## src/hdl/i8mm_pkg.sv

```systemverilog
// Shared types and constants for the int8 matrix multiply core.
// Used by the controller, the datapath and the top level.
package i8mm_pkg;

	localparam int DEF_MAX_ROWS  = 8;
	localparam int DEF_MAX_COLS  = 8;
	localparam int DEF_MAX_INNER = 16;

	localparam logic [1:0] CMD_LOAD_A  = 2'd0;
	localparam logic [1:0] CMD_LOAD_B  = 2'd1;
	localparam logic [1:0] CMD_COMPUTE = 2'd2;

	localparam logic [1:0] CFG_SIZE_M = 2'd0;
	localparam logic [1:0] CFG_SIZE_N = 2'd1;
	localparam logic [1:0] CFG_SIZE_K = 2'd2;

	typedef enum logic [1:0] {
		ST_IDLE,
		ST_ISSUE,
		ST_WAIT
	} state_t;

	typedef struct packed {
		logic       a_we;
		logic       b_we;
		logic       rd;
		logic       first;
		logic       fin;
		logic [2:0] row;
		logic [2:0] col;
		logic       last;
	} ctl_t;

	typedef struct packed {
		logic out_empty;
		logic captured;
	} stat_t;

endpackage

```

## src/hdl/int8_matrix_multiply_core.sv

```systemverilog
// Signed int8 matrix multiply core with 20-bit wrapping dot products.
// Load items are taken while idle; a compute item holds off input until its run ends:
// each result waits for a free output, makes k reads and passes the read-data and product registers.
// The next result's reads wait until the last result is captured; a stalled output stretches the run.
// Reset clears control and sets sizes to 8, 8, 16; the matrix stores are not cleared.
// Depends on i8mm_pkg, i8mm_ctrl, i8mm_dp and i8mm_ram.
module int8_matrix_multiply_core
	import i8mm_pkg::*;
#(
	parameter int MAX_ROWS  = DEF_MAX_ROWS,
	parameter int MAX_COLS  = DEF_MAX_COLS,
	parameter int MAX_INNER = DEF_MAX_INNER
) (
	input  logic               clk,
	input  logic               arst_n,
	input  logic               in_valid,
	output logic               in_ready,
	input  logic [1:0]         cmd,
	input  logic [3:0]         row,
	input  logic [3:0]         col,
	input  logic signed [7:0]  value,
	output logic               out_valid,
	input  logic               out_ready,
	output logic [2:0]         out_row,
	output logic [2:0]         out_col,
	output logic signed [19:0] dot_sum,
	output logic               last,
	input  logic               cfg_valid,
	output logic               cfg_ready,
	input  logic [1:0]         cfg_index,
	input  logic [4:0]         cfg_data
);

	localparam int AW_A = (MAX_ROWS * MAX_INNER > 1) ? $clog2(MAX_ROWS * MAX_INNER) : 1;
	localparam int AW_B = (MAX_INNER * MAX_COLS > 1) ? $clog2(MAX_INNER * MAX_COLS) : 1;

	ctl_t            ctl;
	stat_t           stat;
	logic [AW_A-1:0] a_waddr, a_raddr;
	logic [AW_B-1:0] b_waddr, b_raddr;

	i8mm_ctrl #(
		.MAX_ROWS  (MAX_ROWS),
		.MAX_COLS  (MAX_COLS),
		.MAX_INNER (MAX_INNER),
		.AW_A      (AW_A),
		.AW_B      (AW_B)
	) u_ctrl (
		.clk       (clk),
		.arst_n    (arst_n),
		.in_valid  (in_valid),
		.in_ready  (in_ready),
		.cmd       (cmd),
		.row       (row),
		.col       (col),
		.cfg_valid (cfg_valid),
		.cfg_ready (cfg_ready),
		.cfg_index (cfg_index),
		.cfg_data  (cfg_data),
		.stat      (stat),
		.ctl       (ctl),
		.a_waddr   (a_waddr),
		.a_raddr   (a_raddr),
		.b_waddr   (b_waddr),
		.b_raddr   (b_raddr)
	);

	i8mm_dp #(
		.MAX_ROWS  (MAX_ROWS),
		.MAX_COLS  (MAX_COLS),
		.MAX_INNER (MAX_INNER),
		.AW_A      (AW_A),
		.AW_B      (AW_B)
	) u_dp (
		.clk       (clk),
		.arst_n    (arst_n),
		.ctl       (ctl),
		.stat      (stat),
		.a_waddr   (a_waddr),
		.a_raddr   (a_raddr),
		.b_waddr   (b_waddr),
		.b_raddr   (b_raddr),
		.value     (value),
		.out_valid (out_valid),
		.out_ready (out_ready),
		.out_row   (out_row),
		.out_col   (out_col),
		.dot_sum   (dot_sum),
		.last      (last)
	);

endmodule

```

## src/hdl/i8mm_ram.sv

```systemverilog
// Generic single-write, single-read RAM with registered read data.
// No dependencies.
module i8mm_ram #(
	parameter int WIDTH = 8,
	parameter int DEPTH = 128,
	parameter int AW    = (DEPTH > 1) ? $clog2(DEPTH) : 1
) (
	input  logic             clk,
	input  logic             we,
	input  logic [AW-1:0]    waddr,
	input  logic [WIDTH-1:0] wdata,
	input  logic             re,
	input  logic [AW-1:0]    raddr,
	output logic [WIDTH-1:0] rdata
);

	logic [WIDTH-1:0] mem_q [DEPTH];

	always_ff @(posedge clk) begin
		if (we) begin
			mem_q[waddr] <= wdata;
		end
		if (re) begin
			rdata <= mem_q[raddr];
		end
	end

endmodule

```

## src/hdl/i8mm_ctrl.sv

```systemverilog
// Controller: size registers, load decode and the multiply-accumulate walk sequencer.
// Depends on i8mm_pkg.
module i8mm_ctrl
	import i8mm_pkg::*;
#(
	parameter int MAX_ROWS  = DEF_MAX_ROWS,
	parameter int MAX_COLS  = DEF_MAX_COLS,
	parameter int MAX_INNER = DEF_MAX_INNER,
	parameter int AW_A      = (MAX_ROWS * MAX_INNER > 1) ? $clog2(MAX_ROWS * MAX_INNER) : 1,
	parameter int AW_B      = (MAX_INNER * MAX_COLS > 1) ? $clog2(MAX_INNER * MAX_COLS) : 1
) (
	input  logic            clk,
	input  logic            arst_n,
	input  logic            in_valid,
	output logic            in_ready,
	input  logic [1:0]      cmd,
	input  logic [3:0]      row,
	input  logic [3:0]      col,
	input  logic            cfg_valid,
	output logic            cfg_ready,
	input  logic [1:0]      cfg_index,
	input  logic [4:0]      cfg_data,
	input  stat_t           stat,
	output ctl_t            ctl,
	output logic [AW_A-1:0] a_waddr,
	output logic [AW_A-1:0] a_raddr,
	output logic [AW_B-1:0] b_waddr,
	output logic [AW_B-1:0] b_raddr
);

	state_t     state_q, state_d;
	logic [3:0] size_m_q, size_n_q;
	logic [4:0] size_k_q;
	logic [3:0] m_eff, n_eff;
	logic [4:0] k_eff;
	logic [3:0] i_q, j_q;
	logic [4:0] t_q;
	logic       accept;
	logic       last_elem;

	assign cfg_ready = 1'b1;

	always_ff @(posedge clk or negedge arst_n) begin
		if (!arst_n) begin
			size_m_q <= 4'd8;
			size_n_q <= 4'd8;
			size_k_q <= 5'd16;
		end else if (cfg_valid) begin
			case (cfg_index)
				CFG_SIZE_M: size_m_q <= cfg_data[3:0];
				CFG_SIZE_N: size_n_q <= cfg_data[3:0];
				CFG_SIZE_K: size_k_q <= cfg_data;
				default: ;
			endcase
		end
	end

	assign m_eff = (size_m_q == 4'd0) ? 4'd1 :
		(int'(size_m_q) > MAX_ROWS) ? 4'(MAX_ROWS) : size_m_q;
	assign n_eff = (size_n_q == 4'd0) ? 4'd1 :
		(int'(size_n_q) > MAX_COLS) ? 4'(MAX_COLS) : size_n_q;
	assign k_eff = (size_k_q == 5'd0) ? 5'd1 :
		(int'(size_k_q) > MAX_INNER) ? 5'(MAX_INNER) : size_k_q;

	assign accept    = in_valid && in_ready;
	assign last_elem = (i_q == m_eff - 4'd1) && (j_q == n_eff - 4'd1);

	assign a_waddr = AW_A'(int'(row) * MAX_INNER + int'(col));
	assign b_waddr = AW_B'(int'(row) * MAX_COLS + int'(col));
	assign a_raddr = AW_A'(int'(i_q) * MAX_INNER + int'(t_q));
	assign b_raddr = AW_B'(int'(t_q) * MAX_COLS + int'(j_q));

	always_ff @(posedge clk or negedge arst_n) begin
		if (!arst_n) begin
			state_q <= ST_IDLE;
		end else begin
			state_q <= state_d;
		end
	end

	always_comb begin
		state_d   = state_q;
		in_ready  = 1'b0;
		ctl.a_we  = 1'b0;
		ctl.b_we  = 1'b0;
		ctl.rd    = 1'b0;
		ctl.first = (t_q == 5'd0);
		ctl.fin   = (t_q == k_eff - 5'd1);
		ctl.row   = i_q[2:0];
		ctl.col   = j_q[2:0];
		ctl.last  = last_elem;
		case (state_q)
			ST_IDLE: begin
				in_ready = 1'b1;
				ctl.a_we = in_valid && (cmd == CMD_LOAD_A) && (row < m_eff)
					&& ({1'b0, col} < k_eff);
				ctl.b_we = in_valid && (cmd == CMD_LOAD_B) && ({1'b0, row} < k_eff)
					&& (col < n_eff);
				if (in_valid && (cmd == CMD_COMPUTE)) begin
					state_d = ST_ISSUE;
				end
			end
			ST_ISSUE: begin
				if ((t_q != 5'd0) || stat.out_empty) begin
					ctl.rd = 1'b1;
					if (ctl.fin) begin
						state_d = ST_WAIT;
					end
				end
			end
			ST_WAIT: begin
				if (stat.captured) begin
					state_d = last_elem ? ST_IDLE : ST_ISSUE;
				end
			end
			default: state_d = ST_IDLE;
		endcase
	end

	always_ff @(posedge clk or negedge arst_n) begin
		if (!arst_n) begin
			i_q <= '0;
			j_q <= '0;
			t_q <= '0;
		end else begin
			case (state_q)
				ST_IDLE: begin
					if (accept && (cmd == CMD_COMPUTE)) begin
						i_q <= '0;
						j_q <= '0;
						t_q <= '0;
					end
				end
				ST_ISSUE: begin
					if (ctl.rd) begin
						t_q <= ctl.fin ? 5'd0 : t_q + 5'd1;
					end
				end
				ST_WAIT: begin
					if (stat.captured && !last_elem) begin
						if (j_q == n_eff - 4'd1) begin
							j_q <= '0;
							i_q <= i_q + 4'd1;
						end else begin
							j_q <= j_q + 4'd1;
						end
					end
				end
				default: ;
			endcase
		end
	end

	a_walk_idle: assert property (@(posedge clk) disable iff (!arst_n)
		ctl.rd |-> !in_ready) else $error("read issued while taking items");
	a_inner_range: assert property (@(posedge clk) disable iff (!arst_n)
		(state_q == ST_ISSUE) |-> (t_q < k_eff)) else $error("inner index out of range");
	a_run_end: assert property (@(posedge clk) disable iff (!arst_n)
		((state_q == ST_WAIT) && stat.captured && last_elem) |=> (state_q == ST_IDLE))
		else $error("compute run did not end after last result");

endmodule

```

## src/hdl/i8mm_dp.sv

```systemverilog
// Datapath: matrix stores, signed 8x8 multiplier, 20-bit accumulator and output register.
// Depends on i8mm_pkg and i8mm_ram.
module i8mm_dp
	import i8mm_pkg::*;
#(
	parameter int MAX_ROWS  = DEF_MAX_ROWS,
	parameter int MAX_COLS  = DEF_MAX_COLS,
	parameter int MAX_INNER = DEF_MAX_INNER,
	parameter int AW_A      = (MAX_ROWS * MAX_INNER > 1) ? $clog2(MAX_ROWS * MAX_INNER) : 1,
	parameter int AW_B      = (MAX_INNER * MAX_COLS > 1) ? $clog2(MAX_INNER * MAX_COLS) : 1
) (
	input  logic               clk,
	input  logic               arst_n,
	input  ctl_t               ctl,
	output stat_t              stat,
	input  logic [AW_A-1:0]    a_waddr,
	input  logic [AW_A-1:0]    a_raddr,
	input  logic [AW_B-1:0]    b_waddr,
	input  logic [AW_B-1:0]    b_raddr,
	input  logic signed [7:0]  value,
	output logic               out_valid,
	input  logic               out_ready,
	output logic [2:0]         out_row,
	output logic [2:0]         out_col,
	output logic signed [19:0] dot_sum,
	output logic               last
);

	logic [7:0]         a_rdata, b_rdata;
	logic               v_s1, first_s1, fin_s1;
	logic               v_s2, first_s2, fin_s2;
	logic signed [15:0] prod_s2;
	logic signed [19:0] acc_q, acc_d;
	logic               capture;

	i8mm_ram #(.WIDTH(8), .DEPTH(MAX_ROWS * MAX_INNER), .AW(AW_A)) u_store_a (
		.clk   (clk),
		.we    (ctl.a_we),
		.waddr (a_waddr),
		.wdata (value),
		.re    (ctl.rd),
		.raddr (a_raddr),
		.rdata (a_rdata)
	);

	i8mm_ram #(.WIDTH(8), .DEPTH(MAX_INNER * MAX_COLS), .AW(AW_B)) u_store_b (
		.clk   (clk),
		.we    (ctl.b_we),
		.waddr (b_waddr),
		.wdata (value),
		.re    (ctl.rd),
		.raddr (b_raddr),
		.rdata (b_rdata)
	);

	always_ff @(posedge clk or negedge arst_n) begin
		if (!arst_n) begin
			v_s1 <= 1'b0;
			v_s2 <= 1'b0;
		end else begin
			v_s1 <= ctl.rd;
			v_s2 <= v_s1;
		end
	end

	always_ff @(posedge clk) begin
		first_s1 <= ctl.first;
		fin_s1   <= ctl.fin;
		first_s2 <= first_s1;
		fin_s2   <= fin_s1;
		prod_s2  <= $signed(a_rdata) * $signed(b_rdata);
	end

	assign acc_d   = first_s2 ? 20'(prod_s2) : acc_q + 20'(prod_s2);
	assign capture = v_s2 && fin_s2;

	always_ff @(posedge clk) begin
		if (v_s2) begin
			acc_q <= acc_d;
		end
		if (capture) begin
			dot_sum <= acc_d;
			out_row <= ctl.row;
			out_col <= ctl.col;
			last    <= ctl.last;
		end
	end

	always_ff @(posedge clk or negedge arst_n) begin
		if (!arst_n) begin
			out_valid <= 1'b0;
		end else if (capture) begin
			out_valid <= 1'b1;
		end else if (out_ready) begin
			out_valid <= 1'b0;
		end
	end

	assign stat.out_empty = !out_valid;
	assign stat.captured  = capture;

	a_no_overwrite: assert property (@(posedge clk) disable iff (!arst_n)
		capture |-> !out_valid) else $error("result captured over a pending item");

endmodule

```

## config.mk

```make
export PLATFORM = sky130hd
export DESIGN_NAME = int8_matrix_multiply_core
export DESIGN_NICKNAME = d
export VERILOG_FILES = /design/src/hdl/i8mm_pkg.sv /design/src/hdl/int8_matrix_multiply_core.sv /design/src/hdl/i8mm_ram.sv /design/src/hdl/i8mm_ctrl.sv /design/src/hdl/i8mm_dp.sv
export SDC_FILE = /design/constraint.sdc
export NUM_CORES = 2
export LEC_CHECK = 0
export ABC_AREA = 1
export BUFFER_PORTS_ARGS = -buffer_cell sky130_fd_sc_hd__buf_2
export CAP_MARGIN = 20
export CORE_ASPECT_RATIO = 2
export CORE_MARGIN = 2
export CORE_UTILIZATION = 55
export DETAILED_ROUTE_END_ITERATION = 8
export GPL_TIMING_DRIVEN = 0
export PLACE_DENSITY_LB_ADDON = 0.2
export SYNTH_ARGS = -nofsm -noshare
export SYNTH_HDL_FRONTEND = slang
export SYNTH_SLANG_ARGS = --single-unit
```

## constraint.sdc

```tcl
create_clock -name clk -period 10.7 [get_ports clk]
set_clock_uncertainty 0.05 [all_clocks]
set_input_delay 2.14 -clock clk [delete_from_list [all_inputs] [get_ports clk]]
set_output_delay 2.14 -clock clk [all_outputs]
set_load 0.02 [all_outputs]
```

==> flow_metrics.py <==
metrics = {
    "cts": {
        "cts-resized-gates": 0,
        "clockBufferDepth": 4,
        "cts_tree": "yes",
        "post_cts_buffers": 0,
        "cts_made_buffers": 189,
        "insertion_delay_ns": 0.89,
        "htreeDepth": 4,
        "clk_pin_slew_worst_paths_ns": 0.07,
        "clock-root-buffer": "clkbuf_16",
        "cts_hold_buf": 0,
        "clock-sinks": 2162,
    },
    "run_status": {
        "violations": "DRC",
        "status": "complete, but fails checks",
    },
    "synth": {
        "synth.area.top_cells": "edfxtp_1 (68%), nand2_1 (10%), nand3_1 (6.8%)",
        "synth_area_um2": 92690,
        "synthArstFlopShare_pct": 1.434,
        "synth_seq_cells": 2162,
        "netlist.area_leader.share_pct": 68.39,
        "synthCells": 8380,
        "ys_warn_count": 0,
        "synth.yosys.seq_area_share_pct": 69.66,
        "synth_cell_types": 44,
        "postSynthAreaPerCell_um2": 11.06,
        "ys.flop_type": "edfxtp_1",
        "synth_edf_count": 2111,
        "yosysMostFrequentCell": "nand2_1",
        "synthTopCellsByCount": "nand2_1 (2,509), edfxtp_1 (2,111), nand3_1 (1,265), nor2_1 (780), inv_1 (435)",
        "yosysTopAreaCell": "edfxtp_1",
        "synth_nets": 8542,
    },
    "place": {
        "port_buffers": 58,
        "gp_congestion": 1.138,
        "placedCellCount": 10680,
        "hpwl_mm": 288.3,
    },
    "detailed_routing": {
        "dr.pass1.iters": 9,
        "drtIter0Drc": 8334,
        "wire_per_inst_um": 35.99,
        "viasPerCell": 6.238,
        "drc": 2,
        "vias": 69020,
        "final_antenna_net_count": 0,
        "drt-total-wl_mm": 398.3,
    },
    "timing": {
        "rsz0062_at_grt": "false",
        "setup-tns-final_ns": 0,
        "holdWs_ns": 0.2819,
        "period_minus_slack_ns": 5.602,
        "period_share_pct": 52.35,
        "worstMarginPinSlew_ns": 1.366,
        "fmax_mhz": 178.5,
        "max_slew_margin_pct": 8.931,
        "slew_viol_final": 0,
        "hold_violations": 0,
        "setup_viol": 0,
    },
    "power": {
        "power_density_nw_per_um2": 160.9,
        "vdd_drop_max_mv": 0.1785,
        "p_leak_uw": 0.03878,
    },
    "run": {
        "maxCapViolCount": 0,
    },
    "setup_path": {
        "required_ns": 11.11,
        "arrival_ns": 6.02,
        "end_kind": "flop",
        "critPathLaunchType": "input pin",
        "cp_max_fo": 10,
        "path_class": "in2reg",
        "r2r_cells": 10,
    },
    "floorplanning": {
        "die-area_um2": 172000,
        "core_area_um2": 167900,
        "initial_core_util_pct": 55.21,
        "die_height_um": 584.6,
        "rows": 213,
        "ioPinCount": 60,
        "die_w_um": 294.3,
    },
    "global_route": {
        "grt_pass1_vias": 67110,
        "overflow": 0,
        "grt_use_total_pct": 46.94,
        "grt_max_degree": 139,
        "grt_first_pass_wirelength_mm": 539.3,
        "antenna_found_initial": 32,
    },
    "hold_path": {
        "hold_class": "reg2reg",
        "holdPathStages": 0,
    },
    "final_layout": {
        "seq_area_um2": 64570,
        "nFillCells": 13590,
        "syn2layout_area_growth_pct": 12.01,
        "drive_above_1_share_pct": 7.798,
        "nets": 8905,
        "multi_input_area_um2": 24380,
        "layoutNonFillerInstCount": 11070,
    },
}
[metal layers]
metal | vias up | part of all wire, % | track usage [%]
li1 | 29390 | - | -
met1 | 32880 | 27 | 41.69
met2 | 4623 | 48 | 77.71
met3 | 2112 | 8.7 | 12.89
met4 | 12 | 16 | 57.78
met5 | - | 0.052 | 0.3120
[path summary, 6_finish.rpt]
check,startpoint,end,slack (ns)
max,row[3],u_dp.u_store_a.mem_q[118][7],5.10
min,u_dp.fin_s1,u_dp.fin_s2,0.28
max reg2reg,u_ctrl.size_k_q[4],u_dp.u_store_a.mem_q[118][7],5.84
min reg2reg,u_dp.fin_s1,u_dp.fin_s2,0.28
max in group asynchronous,arst_n,u_ctrl.i_q[2],8.67
min in group asynchronous,arst_n,u_dp.out_valid,1.36
[through the flow]
stage          worst slack, ns  area [um2]  utilization [%]  total power [uW]
2_1_floorplan            6.456       92690                -              9579
3_3_place_gp             3.181       95670            56.98              9810
3_5_place_dp             4.398       97310            57.96              9800
4_1_cts                  5.283      103500            61.64             16650
5_1_grt                  5.164      103800            61.81             16960
6_report                 5.098      103800            61.84             16700
[critical path, cell delays in order]
cell and delay [ns]:
buf_2 0.18, ha_1 0.24, nor4_2 0.66, nand4_1 1.13, buf_2 0.69, nor2_1 0.94
[flip-flops by register name, indices dropped and copies added, names as in the netlist, 4 cells and up]
| name | cells |
|---|---|
| u_dp.u_store_b.mem_q | 1024 |
| u_dp.dot_sum | 20 |
| u_dp.acc_q | 20 |
| u_ctrl.i_q | 4 |
| u_ctrl.size_m_q | 4 |
| u_ctrl.j_q | 4 |
| u_dp.prod_s2 | 16 |
| u_ctrl.size_k_q | 5 |
| u_ctrl.size_n_q | 4 |
| u_ctrl.t_q | 5 |
| u_dp.u_store_a.mem_q | 1024 |
| u_dp.u_store_a.rdata | 8 |
| u_dp.u_store_b.rdata | 8 |
[where the power goes]
group / total [uW] / leakage (uW) / switching (uW) / internal (uW)
Sequential: 9290 / 0.0195 / 7.28 / 9290
Clock: 7080 / 0.00299 / 3180 / 3890
Combinational: 332 / 0.0163 / 268 / 64.1
[area by class of cell]
class,instances,area share [%]
diodes,28,0.06748
plain buffers,465,2.035
clock buffers,224,4.764
clock inverters,111,1.181
inverters,445,1.609
multi-input cells,5308,23.48
flip-flops and latches,2162,62.19
well taps,2150,2.591
repair buffers,172,2.086
[cell usage in the layout, fill, tap and decap left out, types with 31 or more instances in the layout]
master | netlist | routed
inv_1 | 435 | 435
clkbuf_1 | 210 | 240
buf_2 | 154 | 207
clkinv_1 | 2 | 31
clkbuf_16 | 0 | 193
nor2_1 | 780 | 767
buf_4 | 25 | 38
o21ai_0 | 305 | 305
nand3_1 | 1265 | 1265
fa_1 | 56 | 56
nand2_1 | 2509 | 2509
a21oi_1 | 144 | 144
buf_1 | 65 | 62
ha_1 | 76 | 76
edfxtp_1 | 2111 | 2111
buf_8 | 0 | 49
buf_6 | 10 | 45
[logic make-up after synthesis]
| family | synth area share [%] |
|---|---|
| and+or+nand+nor | 20.81 |
| DFF | 69.66 |
| buffers and inverters | 4.076 |
| AOI/OAI and AO/OA | 2.806 |
| adders and majority gates | 2.235 |
| xor gates and xnor gates | 0.4063 |
| other | 0.004046 |
No activity file was read; power rests on OpenSTA's default activity.
